==> src/hw/rtl/b64d_pkg.sv <==
`timescale 1ns / 1ps

package b64d_pkg;

  // Default depth of the result queue (power of two, at least 4)
  localparam int Q_DEPTH_DEF = 8;

  // Most results one character can cause
  localparam int MAX_RES = 3;

  localparam logic [7:0] PAD_CHAR = 8'h3D;

  // Sextet lookup: bit 6 set marks a byte outside the alphabet
  localparam logic [6:0] SEXTET_BAD = 7'h40;

  // One result word
  typedef struct packed {
    logic [7:0] data_byte;
    logic       byte_valid;
    logic       end_of_string;
    logic       bad_input;
  } res_t;

  // Map a character to its 6-bit value, or SEXTET_BAD
  function automatic logic [6:0] sextet_of(input logic [7:0] c);
    logic [6:0] v;
    v = SEXTET_BAD;
    if (c inside {[8'h41:8'h5A]}) begin
      v = {1'b0, 6'(c - 8'h41)};
    end else if (c inside {[8'h61:8'h7A]}) begin
      v = {1'b0, 6'(c - 8'h61 + 8'd26)};
    end else if (c inside {[8'h30:8'h39]}) begin
      v = {1'b0, 6'(c - 8'h30 + 8'd52)};
    end else if (c == 8'h2B) begin
      v = 7'd62;
    end else if (c == 8'h2F) begin
      v = 7'd63;
    end
    return v;
  endfunction

  // Space, tab, newline, carriage return
  function automatic logic is_blank(input logic [7:0] c);
    return c inside {8'h20, 8'h09, 8'h0A, 8'h0D};
  endfunction

endpackage

==> src/hw/rtl/b64d_if.sv <==
`timescale 1ns / 1ps

// Character channel
interface b64d_in_if;
  logic       valid;
  logic       ready;
  logic [7:0] char_in;
  logic       char_valid;
  logic       string_end;

  modport source (output valid, output char_in, output char_valid, output string_end,
                  input ready);
  modport sink (input valid, input char_in, input char_valid, input string_end,
                output ready);
endinterface

// Decoded byte channel
interface b64d_out_if;
  logic       valid;
  logic       ready;
  logic [7:0] data_byte;
  logic       byte_valid;
  logic       end_of_string;
  logic       bad_input;

  modport source (output valid, output data_byte, output byte_valid,
                  output end_of_string, output bad_input, input ready);
  modport sink (input valid, input data_byte, input byte_valid,
                input end_of_string, input bad_input, output ready);
endinterface

==> src/hw/rtl/base64_stream_decoder.sv <==
`timescale 1ns / 1ps

// Streaming base64 decoder (standard alphabet, '=' padding, blanks dropped).
// Takes one character word per cycle while the result queue has room and gives
// one decoded byte word per cycle while the consumer is ready; a character is
// registered, decoded once the queue has room, and its up to three results
// are written into a small result queue, so the first byte of a group passes
// the input register and the queue. The input stalls only while the queue has
// fewer than three free entries (QUEUE_DEPTH, default 8). On the final word of
// a string the last result carries end_of_string and bad_input; if bad_input
// is 1, all bytes of that string must be discarded by the consumer.
module base64_stream_decoder
  import b64d_pkg::*;
#(
  parameter int QUEUE_DEPTH = Q_DEPTH_DEF
) (
  input  logic         clk,
  input  logic         rst_n,
  b64d_in_if.sink      in_if,
  b64d_out_if.source   out_if
);

  localparam int PTR_W = $clog2(QUEUE_DEPTH);
  localparam int CNT_W = PTR_W + 1;
  localparam logic [CNT_W-1:0] ROOM_LIM = CNT_W'(QUEUE_DEPTH - MAX_RES);
  localparam logic [CNT_W-1:0] CNT_MAX  = CNT_W'(QUEUE_DEPTH);

  // Input register
  logic       ivld_r;
  logic [7:0] char_r;
  logic       cv_r;
  logic       se_r;

  // Decoder state
  logic [1:0]  pos_r, pos_nxt;
  logic [17:0] acc_r, acc_nxt;
  logic [1:0]  pad_r, pad_nxt;
  logic        closed_r, closed_nxt;
  logic        err_r, err_nxt;

  // Result queue
  res_t             q_r [QUEUE_DEPTH];
  logic [PTR_W-1:0] wr_ptr_r, rd_ptr_r;
  logic [CNT_W-1:0] cnt_r, cnt_nxt;

  logic       proc;
  logic       pop;
  logic [1:0] n_res;
  res_t       res [MAX_RES];

  assign proc = ivld_r && (cnt_r <= ROOM_LIM);
  assign pop  = out_if.valid && out_if.ready;

  assign in_if.ready = !ivld_r || proc;

  // Capture the next character word
  always_ff @(posedge clk) begin
    if (!rst_n) begin
      ivld_r <= 1'b0;
    end else if (in_if.ready) begin
      ivld_r <= in_if.valid;
    end
  end

  always_ff @(posedge clk) begin
    if (in_if.ready && in_if.valid) begin
      char_r <= in_if.char_in;
      cv_r   <= in_if.char_valid;
      se_r   <= in_if.string_end;
    end
  end

  // Decode one character: next state and its results
  always_comb begin
    logic [6:0]  sx;
    logic        sig;
    logic        fin;
    logic [5:0]  last6;
    logic [1:0]  nb;
    logic [23:0] triple;
    logic [1:0]  idx;
    sx     = sextet_of(char_r);
    sig    = cv_r && !is_blank(char_r) && !err_r;
    fin    = 1'b0;
    last6  = '0;
    nb     = '0;
    idx    = '0;
    pos_nxt    = pos_r;
    acc_nxt    = acc_r;
    pad_nxt    = pad_r;
    closed_nxt = closed_r;
    err_nxt    = err_r;

    if (sig) begin
      if (closed_r) begin
        err_nxt = 1'b1;
      end else if (char_r == PAD_CHAR) begin
        if (pos_r < 2'd2) begin
          err_nxt = 1'b1;
        end else if (pos_r == 2'd2) begin
          acc_nxt = {acc_r[11:0], 6'd0};
          pad_nxt = 2'd1;
          pos_nxt = 2'd3;
        end else begin
          fin = 1'b1;
          nb  = (pad_r == 2'd0) ? 2'd2 : 2'd1;
        end
      end else begin
        if (sx[6] || pad_r != 2'd0) begin
          err_nxt = 1'b1;
        end else if (pos_r < 2'd3) begin
          acc_nxt = {acc_r[11:0], sx[5:0]};
          pos_nxt = pos_r + 2'd1;
        end else begin
          fin   = 1'b1;
          last6 = sx[5:0];
          nb    = 2'd3;
        end
      end
    end

    // Close the group
    if (fin) begin
      closed_nxt = (nb != 2'd3);
      pos_nxt    = '0;
      acc_nxt    = '0;
      pad_nxt    = '0;
    end

    triple = {acc_r, last6};
    res[0] = '{data_byte: triple[23:16], byte_valid: 1'b1, end_of_string: 1'b0,
               bad_input: 1'b0};
    res[1] = '{data_byte: triple[15:8], byte_valid: 1'b1, end_of_string: 1'b0,
               bad_input: 1'b0};
    res[2] = '{data_byte: triple[7:0], byte_valid: 1'b1, end_of_string: 1'b0,
               bad_input: 1'b0};
    n_res  = fin ? nb : 2'd0;

    // Mark the end of the string and return to reset state
    if (se_r) begin
      if (pos_nxt != 2'd0) begin
        err_nxt = 1'b1;
      end
      if (n_res == 2'd0) begin
        res[0] = '0;
        n_res  = 2'd1;
      end
      idx = n_res - 2'd1;
      res[idx].end_of_string = 1'b1;
      res[idx].bad_input     = err_nxt;
      pos_nxt    = '0;
      acc_nxt    = '0;
      pad_nxt    = '0;
      closed_nxt = 1'b0;
      err_nxt    = 1'b0;
    end
  end

  assign cnt_nxt = cnt_r + (proc ? CNT_W'(n_res) : CNT_W'(0)) - CNT_W'(pop);

  // Hold state, advance queue pointers
  always_ff @(posedge clk) begin
    if (!rst_n) begin
      pos_r    <= '0;
      acc_r    <= '0;
      pad_r    <= '0;
      closed_r <= 1'b0;
      err_r    <= 1'b0;
      wr_ptr_r <= '0;
      rd_ptr_r <= '0;
      cnt_r    <= '0;
    end else begin
      if (proc) begin
        pos_r    <= pos_nxt;
        acc_r    <= acc_nxt;
        pad_r    <= pad_nxt;
        closed_r <= closed_nxt;
        err_r    <= err_nxt;
        wr_ptr_r <= wr_ptr_r + PTR_W'(n_res);
      end
      if (pop) begin
        rd_ptr_r <= rd_ptr_r + PTR_W'(1);
      end
      cnt_r <= cnt_nxt;
    end
  end

  // Write results into the queue
  always_ff @(posedge clk) begin
    for (int k = 0; k < MAX_RES; k++) begin
      if (proc && 2'(k) < n_res) begin
        q_r[wr_ptr_r + PTR_W'(k)] <= res[k];
      end
    end
  end

  assign out_if.valid         = (cnt_r != '0);
  assign out_if.data_byte     = q_r[rd_ptr_r].data_byte;
  assign out_if.byte_valid    = q_r[rd_ptr_r].byte_valid;
  assign out_if.end_of_string = q_r[rd_ptr_r].end_of_string;
  assign out_if.bad_input     = q_r[rd_ptr_r].bad_input;

  // Checks
  a_cnt_bound: assert property (@(posedge clk) disable iff (!rst_n)
    cnt_r <= CNT_MAX)
    else $error("result queue overflow");

  a_marker_is_end: assert property (@(posedge clk) disable iff (!rst_n)
    out_if.valid && !out_if.byte_valid |-> out_if.end_of_string)
    else $error("byte-less result without end_of_string");

  a_bad_only_at_end: assert property (@(posedge clk) disable iff (!rst_n)
    out_if.valid && out_if.bad_input |-> out_if.end_of_string)
    else $error("bad_input outside end result");

  a_clear_after_end: assert property (@(posedge clk) disable iff (!rst_n)
    proc && se_r |=> pos_r == 2'd0 && pad_r == 2'd0 && !closed_r && !err_r)
    else $error("state not cleared after end of string");

endmodule
==> src/flat_wrapper.sv <==
// flat-port wrapper written by rule: the top's interface ports become plain ports
module base64_stream_decoder_flat import b64d_pkg::*;
#(
  parameter int QUEUE_DEPTH = Q_DEPTH_DEF
)
  (clk, rst_n, in_if_valid, in_if_char_in, in_if_char_valid, in_if_string_end, in_if_ready, out_if_valid, out_if_data_byte, out_if_byte_valid, out_if_end_of_string, out_if_bad_input, out_if_ready);
  b64d_in_if in_if_i ();
  b64d_out_if out_if_i ();
  input  logic clk;
  input  logic rst_n;
  input wire logic [$bits(in_if_i.valid)-1:0] in_if_valid;
  input wire logic [$bits(in_if_i.char_in)-1:0] in_if_char_in;
  input wire logic [$bits(in_if_i.char_valid)-1:0] in_if_char_valid;
  input wire logic [$bits(in_if_i.string_end)-1:0] in_if_string_end;
  output wire logic [$bits(in_if_i.ready)-1:0] in_if_ready;
  output wire logic [$bits(out_if_i.valid)-1:0] out_if_valid;
  output wire logic [$bits(out_if_i.data_byte)-1:0] out_if_data_byte;
  output wire logic [$bits(out_if_i.byte_valid)-1:0] out_if_byte_valid;
  output wire logic [$bits(out_if_i.end_of_string)-1:0] out_if_end_of_string;
  output wire logic [$bits(out_if_i.bad_input)-1:0] out_if_bad_input;
  input wire logic [$bits(out_if_i.ready)-1:0] out_if_ready;
  assign in_if_i.valid = in_if_valid;
  assign in_if_i.char_in = in_if_char_in;
  assign in_if_i.char_valid = in_if_char_valid;
  assign in_if_i.string_end = in_if_string_end;
  assign in_if_ready = in_if_i.ready;
  assign out_if_valid = out_if_i.valid;
  assign out_if_data_byte = out_if_i.data_byte;
  assign out_if_byte_valid = out_if_i.byte_valid;
  assign out_if_end_of_string = out_if_i.end_of_string;
  assign out_if_bad_input = out_if_i.bad_input;
  assign out_if_i.ready = out_if_ready;
  base64_stream_decoder #(.QUEUE_DEPTH(QUEUE_DEPTH)) u_core (.clk(clk), .rst_n(rst_n), .in_if(in_if_i), .out_if(out_if_i));
endmodule
==> config.mk <==
export PLATFORM = sky130hd
export DESIGN_NAME = base64_stream_decoder_flat
export DESIGN_NICKNAME = d
export VERILOG_FILES = /design/src/hw/rtl/b64d_pkg.sv /design/src/hw/rtl/b64d_if.sv /design/src/hw/rtl/base64_stream_decoder.sv /design/src/flat_wrapper.sv
export SDC_FILE = /design/constraint.sdc
export NUM_CORES = 1
export LEC_CHECK = 0
export ABC_CLOCK_PERIOD_IN_PS = 9800
export BUFFER_PORTS_ARGS = -buffer_cell sky130_fd_sc_hd__buf_4
export CAP_MARGIN = 5
export CORE_AREA = 2 2 152 154
export CTS_CLUSTER_SIZE = 24
export DETAILED_ROUTE_END_ITERATION = 16
export DIE_AREA = 0 0 154 156
export PLACE_DENSITY = 0.46
export SLEW_MARGIN = 40
export SYNTH_ARGS = -nofsm -noshare
export SYNTH_HDL_FRONTEND = slang
export SYNTH_SLANG_ARGS = --single-unit
==> constraint.sdc <==
create_clock -name clk -period 9.8 [get_ports clk]
set_input_delay 0.98 -clock clk [delete_from_list [all_inputs] [get_ports clk]]
set_output_delay 0.98 -clock clk [all_outputs]
set_load 0.02 [all_outputs]
== Yosys cells after proc, flatten, opt, wreduce, memory -nomap -nowiden ==
Memories as Yosys holds them, arrays and structs flattened. A register that Yosys moved wholly into a read port is not among the register bits.
Index checks and enable logic that the tools add are counted.

* Add/subtract/negate cells: 13
* Magnitude comparators: 14
* Eq/ne operators: 14
* Multiplexer cells: 82
* Bitwise logic cells: 1
* Reductions and logical operators: 31

{| class="wikitable"
|+ Operators by type and width
! operator !! count
|-
| 18-bit 2-to-1 mux || 9
|-
| 33-bit bitwise mux || 2
|-
| 2-bit 2-to-1 mux || 30
|-
| 11-bit demux with 2-bit select || 2
|-
| 7-bit 2-to-1 mux || 5
|-
| 33-bit 2-to-1 mux || 1
|-
| 8-bit by 6-bit equality test with 1-bit output, second input constant || 4
|-
| 6-bit 2-to-1 mux || 5
|-
| 8-bit by 4-bit equality test with 1-bit output, second input constant || 3
|-
| 1-bit 2-to-1 mux || 24
|-
| 11-bit 2-to-1 mux || 2
|-
| 8-bit by 7-bit greater-or-equal comparator with 1-bit output, second input constant || 2
|-
| 8-bit by 7-bit less-or-equal comparator with 1-bit output, second input constant || 2
|-
| 1-bit logical AND || 12
|-
| 4-bit nonzero test || 3
|-
| 6-bit subtractor, second input constant || 2
|-
| 3-bit nonzero test || 3
|-
| 8-bit by 6-bit greater-or-equal comparator with 1-bit output, second input constant || 1
|-
| 8-bit by 6-bit less-or-equal comparator with 1-bit output, second input constant || 1
|-
| 4-bit by 3-bit inequality test with 1-bit output, second input constant || 2
|-
| 7-bit AND reduction || 1
|-
| 3-bit by 1-bit adder with 3-bit output, second input constant || 2
|-
| 6-bit by 5-bit adder with 6-bit output, second input constant || 1
|-
| 6-bit adder, second input constant || 1
|-
| 25 further kinds || 35
|}

* Register bits: 45
* Bits in writable memories: 88
* Bits of input ports: 14
* Output and inout port bits: 13
* Word-level logic and storage cells: 168
* Memories: 1

{| class="wikitable"
|+ Memories
! memory !! words !! bits a word !! read ports !! clocked after Yosys merged registers in !! wr ports !! RTL line !! text
|-
| u_core.q_r || 8 || 11 || 1 || 1 || 3 || base64_stream_decoder.sv:42 || <nowiki>res_t q_r [QUEUE_DEPTH];</nowiki>
|}

== Logic depth before layout (Yosys ltp) ==
* Depth after elaboration: 24
* Gate-level depth with buffers: 15
* Mapped depth without buffers: 14

== Least setup slack after synthesis ==
No wires, ideal clock.

* Path type: flip-flop to flip-flop
* Start: register u_core.char_r[2]
* End: memory u_core.q_r[0][0] (netlist bit), enable pin
* Setup time: 0.397 ns
* Data arrival time: 3.284 ns
* Data required time: 9.403 ns
* Slack: 6.119 ns
* Cell stages (with the launch flop): 11
* Buffers on the path: 2
* Period minus slack after synthesis: 3.681 ns
* Cell sequence: edfxtp_1 > buf_2 > inv_1 > ha_1 > a21o_1 > a31oi_1 > a22o_2 > o211a_1 > clkbuf_1 > o21ai_2 > o31ai_1

{| class="wikitable"
|+ RTL lines
! element !! RTL line !! text
|-
| start: declaration || base64_stream_decoder.sv:30 || <nowiki>logic [7:0] char_r;</nowiki>
|-
| start signal: assignment || base64_stream_decoder.sv:67 || <nowiki>char_r <= in_if.char_in;</nowiki>
|-
| end: declaration || base64_stream_decoder.sv:42 ||
|}

== Final worst setup path ==
* Start: register u_core.char_r[2]
* End: register u_core.wr_ptr_r[2]

* Word-level cells in the longest chain between the ends: 17
* Elaborated cells between the ends (all ways): 40
* Classes of those cells: 1 x add/sub; 6 x order compare; 7 x eq/ne; 17 x mux; 9 x reduce/logical

{| class="wikitable"
|+ Ends and longest elaborated chain
! element !! RTL line !! text
|-
| branches (longest 11 deep; another with 8-bit by 6-bit greater-or-equal comparator with 1-bit output) || - ||
|-
| 2-bit 2-to-1 mux (*) || base64_stream_decoder.sv:137 || <nowiki>n_res = fin ? nb : 2'd0;</nowiki>
|-
| 2-bit logical NOT || base64_stream_decoder.sv:144 || <nowiki>if (n_res == 2'd0) begin</nowiki>
|-
| 2-bit 2-to-1 mux || base64_stream_decoder.sv:144 ||
|-
| 2-bit 2-to-1 mux || base64_stream_decoder.sv:140 || <nowiki>if (se_r) begin</nowiki>
|-
| 2-bit 2-to-1 mux (*) || base64_stream_decoder.sv:140 ||
|-
| 3-bit by 2-bit adder with 3-bit output (*) || base64_stream_decoder.sv:179 || <nowiki>wr_ptr_r <= wr_ptr_r + PTR_W'(n_res);</nowiki>
|-
| end signal: assignment || base64_stream_decoder.sv:179 ||
|-
| end: declaration || base64_stream_decoder.sv:43 || <nowiki>logic [PTR_W-1:0] wr_ptr_r, rd_ptr_r;</nowiki>
|}

Mark *: on every way between the ends. The select of a mux whose other input is x is not followed.
A chain may end at the register's enable or synchronous reset.

==> summary.txt <==
Outcome
  • Status: finished, final reports clean

Yosys
  • Post-Synth XOR/XNOR Area: 0.01017
  • Simple-gate portion of the synthesized area: 0.1251
  • Synth Warn #: 0
  • Cell accounting for the most synthesized area: edfxtp_1
  • Post-synth cell types: 69
  • Dominant cells by area after synthesis: edfxtp_1 38%, dfxtp_1 9.6%, mux4_2 6.4%
  • Post-Synth Adder-Cell Area: 0.03746
  • Syn Nets: 720
  • Async SR Flop Fraction: 0
  • Post-synth EDFFs: 98
  • Synth Area in Compound Gates: 0.2325
  • Primary FF master, synth: edfxtp_1
  • Synth Instances: 684
  • Mapped cell area: 7749 sq um
  • Post-synthesis sequential area ratio: 0.4754
  • Largest family of logic cells by synthesized area: compound AO/OA/AOI/OAI gates
  • Area share of the largest cell type after synthesis: 0.3798
  • Multiplexer share of the synthesized area: 0.08138
  • Post-Syn Area per Cell: 11.33 sq um
  • #FFs+latches synth: 135

STA
  • Share of the cycle needed by the critical path after routing: 0.4376
  • Skew final: 0.01046 ns
  • Slew @ Worst Pin: 0.8180 ns
  • Final Hold Viols: 0
  • Setup Viol. Count Final: 0
  • RSZ-0062 raised after global routing: false
  • Slew margin rel.: 0.4539
  • Final critical path time including I/O delays and setup: 4.288 ns
  • Max Clk Rate: 233.2 MHz
  • Final slew viol count: 0
  • Setup Total Neg Slack: 0 ns
  • Min Hold Slack: 0.4814 ns

Finish
  • Antenna diodes: 0
  • NumNets Final: 728
  • Layout area overhead: 13.94%
  • Final core occ: 0.3947
  • Finished Layout Cells: 987
  • Commonest non-fill, non-tap cells in the layout: 98 x edfxtp_1, 55 x o21ai_0, 52 x nor2_1
  • Share of cells above drive strength 1: 0.2009
  • Most common cell after layout, fill and taps aside: edfxtp_1

Route
  • Per-cell routed wire length: 23.87 um
  • Detailed-route via count: 5,869
  • Final wirelength: 23,560 um
  • Pre-antenna DRT Iters: 5
  • Iter 0 DRT Violations: 660
  • Average vias per placed instance: 5.946
  • Antenna-violating nets left: 0
  • DRC: 0

Worst setup path
  • Crit path max fanout: 10
  • Reg2reg path depth: 14
  • Worst R2R Start: u_core.char_r[2]
  • Reg-to-reg slack, setup: 5.51 ns
  • Worst Setup Start Kind: flip-flop
  • R2R Path End: u_core.wr_ptr_r[2]
  • Worst setup path category: flip-flop to flip-flop
  • Critical path required time: 10.14 ns
  • Crit end category: flip-flop
  • Arr. time, crit path: 4.63 ns

Die
  • Initial Util: 0.3465
  • Area of the core: 22,370 sq um
  • Die X: 154 um
  • Io pins: 27
  • Die Span Y: 156 um
  • Full die area: 24,020 sq um
  • Rows: 55

Global routing
  • Initial antenna violation count: 1
  • Largest net degree at the start of global routing: 26
  • First-pass GRT wire length: 36,280 um
  • Vias in the first global route: 5,763
  • Global Route Usage Sum: 0.2013
  • Grt total ovfl: 0

Hold path
  • End point of the worst hold path: u_core.acc_r[17]
  • Hold depth: 1
  • Hold wc startpoint: u_core.acc_r[17]
  • Min-delay worst type: flip-flop to flip-flop

Placed design
  • Port Buffers: 26
  • Post-DP HPWL: 17,340 um
  • GPL Wtd Cong: 0.9403
  • Dpl cells: 958

Power and ir drop
  • Pwr Total: 1.624 mW
  • P per Cell Area: 184.0 nW/um^2
  • Leakage: 2.744 nW
  • Maximum VDD drop: 0.0001170 V

Clock tree
  • # resized after CTS: 0
  • CTS tree: built
  • Skew-Pair Late Insertion Delay: 0.42 ns
  • Cts hold-fix bufs: 0
  • Num CTS Buffers: 17
  • Clock root cell: clkbuf_16
  • Setup bufs post-CTS: 0
  • Worst-path clk slew: 0.06 ns
  • Max Root-Sink Buffers: 2
  • CTS H-tree depth: 4
  • Sink Count: 135

Job
  • Max-cap violations: 0
critical path, cell delays in order, from the launching register on:
cell	delay (ns)
edfxtp_1	0.56
inv_1	0.22
ha_1	0.33
a21oi_1	0.14
o31ai_1	0.48
o21ai_4	0.16
or2_2	0.33
nand2_1	0.33
nand2_1	0.34
nand2_1	0.16
ha_1	0.16
inv_1	0.06
fa_1	0.42
or3_1	0.35
a21boi_0	0.16
where the power goes:
part	leakage (nW)	switching [mW]	total (mW)	internal (mW)
logic	1.39	0.210	0.372	0.162
registers	1.10	0.0260	0.663	0.637
clock network	0.248	0.245	0.589	0.343
flip-flops by register name (all words and copies together) (netlist names), named ones only:
signal,count
u_core.q_r,88
u_core.acc_r,18
u_core.char_r,8
u_core.cnt_r,4
u_core.rd_ptr_r,3
u_core.wr_ptr_r,3
u_core.pos_r,2
u_core.closed_r,1
u_core.cv_r,1
u_core.err_r,1
u_core.ivld_r,1
u_core.pad_r,1
u_core.se_r,1
Yosys cell counts, types with 6 or more instances:
cell	n
inv_1	23
a21o_1	6
nand2_1	37
edfxtp_1	98
nor3_1	10
a22o_1	16
mux2_2	12
mux4_2	22
or2_2	6
nor2_1	52
a31oi_1	6
xnor2_1	6
clkbuf_1	14
buf_2	16
ha_1	20
o31ai_1	12
a21oi_1	22
o21ai_0	56
dfxtp_1	37
buf_1	14
o22ai_1	6
and2_1	11
nand3_1	9
nand2b_1	17
a22oi_1	50
or3_1	7
cell type report:
type	instances	area [sq um]
fill	2114	13540
clock inverter	12	107.6
timing repair buffer	35	302.8
multi-input combinational	480	3866
tap	285	356.6
sequential	135	3684
inverter	23	86.33
clock buffer	17	425.4
metal layers:
metal	routed length (um)	vias to the layer above	track usage	part of all wire
met4	610	2	0.06631	0.026
li1	-	2687	-	-
met3	1188	37	0.03639	0.050
met5	13	-	0	0.00055
met2	11260	243	0.3259	0.48
met1	10490	2900	0.2738	0.45
kinds of logic (layout without fill, tap and decap cells):
logic type               Yosys count  count (layout)
AO/OA/AOI/OAI                    235             235
AND/OR/NAND/NOR                  180             180
flip-flops                       135             135
buffers and inverters             69              87
multiplexers                      34              34
adder cells (fa/ha/maj)           22              22
XOR/XNOR                           9               9
worst max-delay path by stage:
stage                startpoint                 end  slack [ns]  depth (start not counted)
6_report       u_core.char_r[2]  u_core.wr_ptr_r[2]        5.51                         14
5_1_grt        u_core.char_r[2]  u_core.wr_ptr_r[2]        5.13                         14
4_1_cts        u_core.char_r[2]  u_core.wr_ptr_r[2]        5.52                         14
3_5_place_dp   u_core.char_r[2]  u_core.wr_ptr_r[2]        5.55                         14
3_3_place_gp   u_core.char_r[2]   u_core.q_r[4][10]        5.55                          8
2_1_floorplan  u_core.char_r[2]    u_core.q_r[0][0]        6.12                         10
metrics by stage:
step                      instance area [sq um]  setup slack (ns)
after floorplan                            7749             6.119
after global placement                     8185             5.554
after detailed placement                   8292             5.548
after CTS                                  8825             5.517
after global routing                       8828             5.134
final                                      8828             5.512
No activity file was read; power rests on OpenSTA's default activity.
